--- src/design/lwlm_ram.sv ---
module lwlm_ram #(
	parameter int WIDTH = 32,
	parameter int DEPTH = 64
) (
	input  logic                                   clk,
	input  logic                                   we,
	input  logic [(DEPTH > 1 ? $clog2(DEPTH) : 1)-1:0] waddr,
	input  logic [WIDTH-1:0]                       wdata,
	input  logic                                   re,
	input  logic [(DEPTH > 1 ? $clog2(DEPTH) : 1)-1:0] raddr,
	output logic [WIDTH-1:0]                       rdata
);

	logic [WIDTH-1:0] mem [DEPTH];

	always_ff @(posedge clk) begin
		if (we) begin
			mem[waddr] <= wdata;
		end
		if (re) begin
			rdata <= mem[raddr];
		end
	end

endmodule

--- config.mk ---
export PLATFORM = sky130hd
export DESIGN_NAME = lwlm_ram
export DESIGN_NICKNAME = d
export VERILOG_FILES = /design/src/design/lwlm_ram.sv
export SDC_FILE = /design/constraint.sdc
export NUM_CORES = 2
export LEC_CHECK = 0
export BUFFER_PORTS_ARGS = -buffer_cell sky130_fd_sc_hd__buf_2
export CAP_MARGIN = 0
export CORE_UTILIZATION = 60
export DETAILED_ROUTE_END_ITERATION = 7
export MAX_ROUTING_LAYER = met4
export PLACE_DENSITY = 0.76
export REMOVE_ABC_BUFFERS = 1
export SLEW_MARGIN = 15
export SYNTH_ARGS = -nofsm -noshare
export SYNTH_HDL_FRONTEND = slang
export SYNTH_SLANG_ARGS = --single-unit
--- constraint.sdc ---
create_clock -name clk -period 9 [get_ports clk]
set_clock_uncertainty 0.2 [all_clocks]
set_input_delay 1.8 -clock clk [delete_from_list [all_inputs] [get_ports clk]]
set_output_delay 1.8 -clock clk [all_outputs]
set_load 0.02 [all_outputs]
==> results by group <==
Critical path
  – CP Cell Sequence: buf_8 > buf_12 > mux4_2 > mux4_2 > o22ai_1 > nor2_1
  – Max incr delay on CP: 0.96 ns
  – Arr. time, crit path: 5.29 ns
  – Worst setup EP type: flop
  – Worst Path Max Fanout: 80
  – R2r startpoint: mem[61][31]$_DFFE_PP_
  – Most frequent CP cell: mux4_2
  – Critical path type: in -> reg
  – WP buf/inv: 2
  – Setup crit start kind: primary input
  – CP top delay family: multiplexers
  – R2R cell count: 4
  – WP data required: 9.33 ns
  – R2R setup slack: 5.93 ns
  – Capturing point of the worst reg2reg path: rdata[31]$_DFFE_PP_
  – Slowest cell on crit path: o22ai_1

Routing
  – TritonRoute pass-1 iters: 8
  – Starting DRT DRC Count: 5977
  – Final wirelength: 201000 um
  – DRC viols: 0
  – Routed vias: 37900
  – Wire length per cell: 37.0 um
  – Vias/cell: 6.99
  – Post-route ant nets: 0

Timing
  – Slew Limit Fails: 0
  – FMAX: 0.201 GHz
  – Fin crit period: 4.97 ns
  – Setup repair after global routing missed its margin: false
  – Endpoints failing hold: 0
  – Slew headroom: 11.0%
  – Setup_tns: 0 ns
  – # setup viols final: 0
  – Slew @ Worst Pin: 1.34 ns
  – Tcrit/Tclk final: 55.2%

Floorplan
  – Core area: 0.130 mm2
  – Die ar.: 0.133 mm2
  – Initial core utilization: 60.7%
  – Die X: 364 um
  – Cell row count: 132
  – IO Pins: 79
  – Die Height: 364 um

Clocking
  – CTS tree: yes
  – Hold Buf Count CTS: 0
  – Post_cts resized: 0
  – Clock Tree Root: clkbuf_16
  – Post-CTS Setup Inserts: 0
  – Clock H-tree levels: 4
  – Reg clk slew, reported paths: 0.06 ns
  – Clock sinks: 2080
  – Clock Path Buffers: 3
  – Latest clock arrival within the worst-skew pair: 0.84 ns
  – Num CTS Buffers: 192

Logic synthesis
  – Largest cells by area after synthesis: edfxtp_1 79%, mux4_2 16%, mux2i_1 1.2%, o22ai_1 0.67%, nor2_1 0.65%
  – Gate Count Post-Synth: 3324
  – Yosys top cell area share: 79.2%
  – Predominant post-synthesis flop cell: edfxtp_1
  – Post-synth top cells: 2080 x edfxtp_1, 544 x mux4_2, 137 x nor2_1
  – Post-synth cell types: 33
  – Post-synthesis sequential area ratio: 79.2%
  – Top-count cell post-synth: edfxtp_1
  – Async set-reset flop share out of synthesis: 0%
  – Synth Warn #: 0
  – Leading area contributor after synthesis: edfxtp_1
  – Synth Area per Inst: 23.7 um2
  – Post-synth EDFFs: 2080
  – Mapped Area: 0.0788 mm2
  – Register bit total from synthesis: 2080

GRT
  – Largest net degree at the start of global routing: 117
  – GRT met1 Usage: 39.9%
  – Top Usage Layer GRT: met2
  – Vias in the first global route: 38900
  – GRT Residual Overflow: 0
  – Initial antenna violation count: 19
  – Met3 Track Usage GR: 8.46%
  – Global-route wire length before repair: 282000 um
  – Grt met2 use: 49.7%
  – Total Routing Usage GR: 31.9%

Place
  – RD Place Congestion: 0.984
  – # port buffers: 78
  – DPL Wire Length: 99800 um

Run
  – Max-cap violations: 0

Finish
  – Filler instances: 7556
  – Synthesis-to-finish area growth: 11.9%
  – Share of cells above drive strength 1: 28.9%
  – Final core utilization: 67.9%
  – Nets@finish: 3561

Worst hold path
  – Hold WC Path Type: reg -> reg
  – Hold path cells: 4
  – Worst Hold End: rdata[20]$_DFFE_PP_
  – Min-Delay Startpoint: mem[12][20]$_DFFE_PP_

Power
  – Pleak: 27.4 nW
  – Pwr dens: 226 mW/mm2
  – Max VDD drop: 0.000241 V

Run status
  – Status: complete, no violations
## tightest hold or removal path: cells and delay by family, from the launching register on
family             cells  cell delay (ns)
and+or+nand+nor        2             0.24
AOI/OAI and AO/OA      1             0.09
DFF                    1             0.32
muxes                  1             0.07
## power breakdown
group	internal, mW	switching (mW)	leakage, nW	total, mW
Sequential	10.7	0.0445	18.7	10.8
Combinational	0.345	0.657	5.57	1.00
Clock	4.64	3.51	3.05	8.15
## through the flow
stage / setup slack, ns / hold WS, ns / std cells / instance area (um2) / power [mW]
floorplan: 3.99 / 0.550 / 3142 / 77900 / 11.4
global placement: 3.31 / 0.639 / 5061 / 81900 / 11.9
detailed placement: 3.34 / 0.614 / 5061 / 81900 / 12.0
CTS: 4.16 / 0.640 / 5408 / 88100 / 20.0
global route: 3.88 / 0.679 / 5417 / 88200 / 20.4
finish: 4.03 / 0.651 / 5421 / 88200 / 19.9
## metal layers
layer | vias to the layer above | wire (um)
met1 | 19800 | 66900
met3 | 501 | 26000
met5 | - | 0
met2 | 2920 | 98100
li1 | 14700 | -
met4 | 0 | 9590
## state kept, by name (all words and copies together), names as in the netlist
name	count
mem	2048
rdata	32
## cell families (layout without fill, tap and decap cells)
kind of cell           count (synthesis)  in the layout  share of synthesized area (%)
other                                  0             12                              0
and+or+nand+nor                      223            223                           1.26
DFF                                 2080           2080                           79.2
muxes                                637            637                           16.7
buffers and inverters                182            525                           1.12
AOI/OAI and AO/OA                    202            202                           1.67
## worst max-delay path by stage
stage | from | to | slack, ns | cells after the start
after CTS | raddr[2] | rdata[17]$_DFFE_PP_ | 4.16 | 7
after floorplan | we | mem[48][0]$_DFFE_PP_ | 3.99 | 3
final | raddr[0] | rdata[31]$_DFFE_PP_ | 4.03 | 6
after global routing | raddr[0] | rdata[22]$_DFFE_PP_ | 3.88 | 6
after global placement | raddr[2] | rdata[17]$_DFFE_PP_ | 3.31 | 7
after detailed placement | raddr[2] | rdata[17]$_DFFE_PP_ | 3.34 | 7
## cell type report
type                            instances  area, um2  area share (%)
Sequential cell                      2080      62500            70.8
Multi-Input combinational cell       1062      16000            18.1
Clock buffer                          232       5170            5.86
Tap cell                             1742       2180            2.47
Timing Repair Buffer                  178       1330            1.51
Clock inverter                        115       1060            1.20
Antenna cell                           12       30.0          0.0340
## cell usage in the layout, fill, tap and decap left out, types with 4 or more instances in the layout
cell type	n
edfxtp_1	2080
mux4_2	544
clkbuf_16	202
buf_4	109
mux2i_1	93
o22ai_1	84
nor2_1	75
a21oi_1	62
nor2_4	62
buf_2	57
clkinv_1	49
clkinv_2	34
clkbuf_1	30
o221ai_1	27
nand2_1	25
bufinv_16	20
nor2b_1	15
diode_2	12
a22oi_1	12
buf_12	9
a311oi_1	8
nand2b_1	7
clkinvlp_4	6
nand3b_1	5
nor3_1	5
nand3_1	5
and3_1	4
a41o_1	4
o32ai_1	4
Note: power is estimated with default switching activity, not from simulation.
