==> config.mk <==
export PLATFORM = sky130hd
export DESIGN_NAME = lwlm_div
export DESIGN_NICKNAME = d
export VERILOG_FILES = /design/src/design/lwlm_pkg.sv /design/src/design/lwlm_div.sv
export SDC_FILE = /design/constraint.sdc
export NUM_CORES = 1
export LEC_CHECK = 0
export BUFFER_PORTS_ARGS = -buffer_cell sky130_fd_sc_hd__buf_2
export CAP_MARGIN = 20
export CORE_UTILIZATION = 55
export DETAILED_ROUTE_END_ITERATION = 8
export GPL_ROUTABILITY_DRIVEN = 0
export HOLD_SLACK_MARGIN = 0.15
export PLACE_DENSITY = 0.78
export RECOVER_POWER = 100
export SLEW_MARGIN = 40
export SYNTH_ARGS = -nofsm -noshare
export SYNTH_HDL_FRONTEND = slang
export SYNTH_SLANG_ARGS = --single-unit
==> constraint.sdc <==
create_clock -name clk -period 4.2 [get_ports clk]
set_clock_uncertainty 0.2 [all_clocks]
set_input_delay 0.21 -clock clk [delete_from_list [all_inputs] [get_ports clk]]
set_output_delay 0.21 -clock clk [all_outputs]
set_load 0.01 [all_outputs]
==> src/design/lwlm_pkg.sv <==
package lwlm_pkg;

	localparam int DIVD_W = 32;
	localparam int DIVS_W = 17;
	localparam int METRIC_W = 9;
	localparam int STATUS_W = 3;

	localparam logic [STATUS_W-1:0] STAT_UPDATED   = 3'd0;
	localparam logic [STATUS_W-1:0] STAT_IDLE      = 3'd1;
	localparam logic [STATUS_W-1:0] STAT_DUPLICATE = 3'd2;
	localparam logic [STATUS_W-1:0] STAT_SMALL_WIN = 3'd3;
	localparam logic [STATUS_W-1:0] STAT_FLUSHED   = 3'd4;

	localparam logic CMD_UPDATE = 1'b0;
	localparam logic CMD_FLUSH  = 1'b1;

	localparam logic REG_FLUSH_REWIND = 1'b0;

	typedef enum logic [3:0] {
		ST_IDLE,
		ST_READ,
		ST_EVAL,
		ST_DECAY,
		ST_DECAY_WAIT,
		ST_ADD,
		ST_ADD_WAIT,
		ST_SHOW,
		ST_SHOW_WAIT,
		ST_DONE
	} state_t;

	typedef struct packed {
		logic              start;
		logic [DIVD_W-1:0] dividend;
		logic [DIVS_W-1:0] divisor;
	} div_req_t;

	typedef struct packed {
		logic              done;
		logic [DIVD_W-1:0] quotient;
	} div_rsp_t;

endpackage

==> src/design/lwlm_div.sv <==
module lwlm_div (
	input  logic              clk,
	input  logic              arst_n,
	input  lwlm_pkg::div_req_t req,
	output lwlm_pkg::div_rsp_t rsp
);
	import lwlm_pkg::*;

	logic [DIVD_W-1:0] quo_q;
	logic [DIVS_W:0]   rem_q;
	logic [DIVS_W-1:0] dvs_q;
	logic [5:0]        cnt_q;
	logic              busy_q;
	logic              done_q;
	logic [DIVS_W+1:0] trial;
	logic [DIVS_W:0]   shifted;

	always_comb begin
		shifted = {rem_q[DIVS_W-1:0], quo_q[DIVD_W-1]};
		trial = {1'b0, shifted} - {2'b00, dvs_q};
	end

	always_ff @(posedge clk or negedge arst_n) begin
		if (!arst_n) begin
			busy_q <= 1'b0;
			done_q <= 1'b0;
			cnt_q <= '0;
		end else begin
			done_q <= 1'b0;
			if (req.start) begin
				busy_q <= 1'b1;
				cnt_q <= 6'(DIVD_W);
			end else if (busy_q) begin
				cnt_q <= cnt_q - 6'd1;
				if (cnt_q == 6'd1) begin
					busy_q <= 1'b0;
					done_q <= 1'b1;
				end
			end
		end
	end

	always_ff @(posedge clk) begin
		if (req.start) begin
			quo_q <= req.dividend;
			dvs_q <= req.divisor;
			rem_q <= '0;
		end else if (busy_q) begin
			if (!trial[DIVS_W+1]) begin
				rem_q <= trial[DIVS_W:0];
				quo_q <= {quo_q[DIVD_W-2:0], 1'b1};
			end else begin
				rem_q <= shifted;
				quo_q <= {quo_q[DIVD_W-2:0], 1'b0};
			end
		end
	end

	assign rsp.done = done_q;
	assign rsp.quotient = quo_q;

endmodule

==> key figures <==
Clocking
  – Clk_lat worst skew: between 0.3 and 0.4 ns
  – Worst-path clk slew: 0.08 ns
  – Clock sinks: 74
  – Root buffer cell: clkbuf_8
  – H-tree depth: 3
  – Cts repair resizes: 0
  – Clk buf depth: 2
  – Total CTS buffers: 9
  – TritonCTS clock tree: yes
  – Setup bufs post-CTS: 0

Placement
  – DP Cell Count: 493
  – IO Port Bufs: 84
  – Setup WS pre-CTS: 1.15 ns
  – HPWL Detailed: 5.69 mm

Synthesis
  – Mapped Area: 3880 µm²
  – Ys Warns: 0
  – Post-synth top area cell: edfxtp_1
  – Synth top area share: between 30 and 40%
  – Synth cell types: 49
  – Register bit total from synthesis: 74
  – Cells after Synth: between 300 and 400
  – Post-Syn Nets: 396
  – Synth area leaders: edfxtp_1, mux2_2, dfxtp_1, ha_1, dfrtp_1
  – Post-synthesis sequential area ratio: 51.9%
  – Syn avg cell area: 12.0 µm²

Outcome
  – Violated checks: capacitance limit, slew limit
  – Status: complete, but fails checks

STA
  – Max_slew headroom: -18.3%
  – Peak Freq: between 0.2 and 0.3 GHz
  – Setup TNS: 0 ns
  – Minimum clock period: 3.45 ns
  – WHS: 0.288 ns
  – Fin worst setup slack: between 0.7 and 0.8 ns
  – Slew @ Worst Pin: 1.77 ns
  – Final setup violating endpoints: 0
  – Unrepaired setup endpoints after global routing: false
  – Final period utilization: 82.0%
  – Hold Violations, Final: 0
  – Final max-slew violation count: 33

Critical path
  – Buf/Inv on CP: 5
  – Worst Setup SP: req[49]
  – Worst Path Arrival: 3.19 ns
  – Critical Path Max Stage Delay: 1.28 ns
  – Worst endpoint required time: about 4.0 ns
  – Crit path max fanout: 32
  – CP Capture Type: flip-flop
  – Critical-path top delay cell: clkbuf_1
  – Crit-path leading delay family: buffers and inverters
  – Crit-path cells: dlygate4sd3_1 -> clkbuf_1 -> nor2_1 -> buf_4 -> inv_1 -> clkbuf_1
  – Crit path kind: in2reg
  – Reg-to-reg startpoint: quo_q[31]
  – Crit-path most repeated cell: clkbuf_1
  – CP Launch Type: input port

Cells and area
  – Final net count: around 530
  – Layout area overhead: 30.0%
  – Share of layout cells above drive strength 1: 21.5%
  – Most frequent cells in the layout: dlygate4sd3_1, buf_2, edfxtp_1
  – Fin util: 74.2%
  – Antenna diode count: 0
  – Final std cells w/o fill: about 560
  – Commonest non-fill, non-tap cell in the layout: dlygate4sd3_1

Drt
  – DRT Pass-1 Iters: 7
  – Via-per-instance ratio: 5.51
  – Via count: 3097
  – Wire per inst: 17.0 µm
  – DRT antenna net count: 0
  – Residual DRC: 0
  – DR iter-0 viols: between 200 and 250
  – Total Routed Length: 9.58 mm

Global routing
  – First-pass GRT wire length: between 15 and 20 mm
  – All-Layer GR Usage: 27.2%
  – Initial antenna violation count: 0
  – Overflow after GRT: 0
  – Pin count of the biggest net entering global routing: 40
  – Vias in the first global route: 3191

Floorplan
  – Num ports: 85
  – Row Count: 30
  – Die ar.: 7390 µm²
  – Chip width: 86.0 µm
  – Placeable Area: around 6800 µm²
  – DIE HEIGHT: 86.0 µm
  – Initial Util: between 50% and 60%

Pwr
  – Peak VDD IR: 241 µV
  – Leak: 2.17 nW
  – PwrDens: 429 nW/µm²

Flow run
  – Maxcap violations: 1

Min path
  – Min-delay worst type: reg2reg
  – Worst Hold Launch: rem_q[2]
-- worst register-to-register path, cell delays in order (launching register included) --
cell and delay (ns):
edfxtp_1 0.42, inv_1 0.08, ha_1 0.15, inv_1 0.05, fa_1 0.43, a211oi_1 0.30, o21ai_0 0.18, a21oi_1 0.28
o31a_1 0.43, buf_4 0.33, mux2i_1 0.25, a211oi_1 0.09
-- logic make-up (layout without fill, tap and decap cells) --
| logic type | Yosys count | in the layout | share of synthesized area (%) |
|---|---|---|---|
| flip-flops | 74 | 74 | 51.9 |
| AO/OA/AOI/OAI | 72 | 72 | 13.4 |
| XOR/XNOR | 19 | 19 | 4.29 |
| adder cells (fa/ha/maj) | 20 | 20 | 6.65 |
| AND/OR/NAND/NOR | 60 | 60 | 7.81 |
| buffers and inverters | 38 | 180 | 4.45 |
| multiplexers | 41 | 41 | 11.6 |
-- sequential cells by signal, indices dropped and copies added, names as in the netlist --
register  flops
busy_q        1
dvs_q        17
cnt_q         6
quo_q        32
done_q        1
rem_q        17
-- synth_stat cells (all sizes together) --
| master | number |
|---|---|
| mux2 | 31 |
| ha | 19 |
| a21oi | 16 |
| nand3 | 5 |
| o311ai | 2 |
| nor2 | 19 |
| fa | 1 |
| and2 | 2 |
| a211oi | 8 |
| a31o | 1 |
| clkbuf | 8 |
| nand2 | 16 |
| o21a | 4 |
| a31oi | 1 |
| buf | 7 |
| o31a | 1 |
| o21bai | 2 |
| o31ai | 5 |
| xor2 | 7 |
| nor4b | 1 |
| a2111o | 1 |
| a221o | 1 |
| and3 | 2 |
| a21bo | 1 |
| o211ai | 2 |
| xnor2 | 12 |
| dfrtp | 8 |
| edfxtp | 49 |
| or4b | 1 |
| mux2i | 10 |
| nor3 | 2 |
| dfxtp | 17 |
| a21o | 5 |
| nand4b | 1 |
| nor2b | 1 |
| inv | 23 |
| o21ai | 14 |
| o22ai | 1 |
| nand2b | 8 |
| a32oi | 7 |
| nand4 | 2 |
-- layout make-up --
type | count | area, µm²
multi-input combinational | 212 | 1660
timing repair buffer | 141 | 925
fill | 482 | 1750
tap | 96 | 120
sequential | 74 | 2010
inverter | 23 | 86.3
clock buffer | 9 | 124
clock inverter | 7 | 116
-- power by group --
group,total [mW],switching (mW),internal [mW]
combinational,0.526,0.280,0.245
sequential,0.966,0.0753,0.891
clock,0.673,0.279,0.395
total,2.17,0.634,1.53
-- routing by layer --
layer | track usage, % | vias to the layer above | share of wire [%]
met5 | 0 | - | 0
met4 | 11.1 | 0 | 2.7
met2 | 48.4 | 114 | 53
met3 | 6.64 | 27 | 5.0
met1 | 31.3 | 1488 | 40
li1 | - | 1468 | -
-- timing repair --
action	4_1_cts	5_1_grt
hold buffers	51	1
hold endpoints to repair	57	1
endpoints found under the setup margin	0	0
-- stage by stage --
stage | power (mW) | instance area [µm²]
floorplan | 1.32 | 3880
global placement | 1.45 | 4360
detailed placement | 1.47 | 4360
CTS | 2.17 | 5110
global route | 2.26 | 5040
finish | 2.17 | 5040
-- final timing paths --
check	to	slack, ns	cells past startpoint
worst max register to register	rem_q[10]	0.85	11
worst min register to register	rem_q[2]	0.29	2
max in group asynchronous	cnt_q[2]	2.89	3
worst max-delay path	quo_q[27]	0.75	6
min in group asynchronous	cnt_q[0]	0.64	3
worst min-delay path	rem_q[2]	0.29	2
Power figures use the tool's default switching activity.
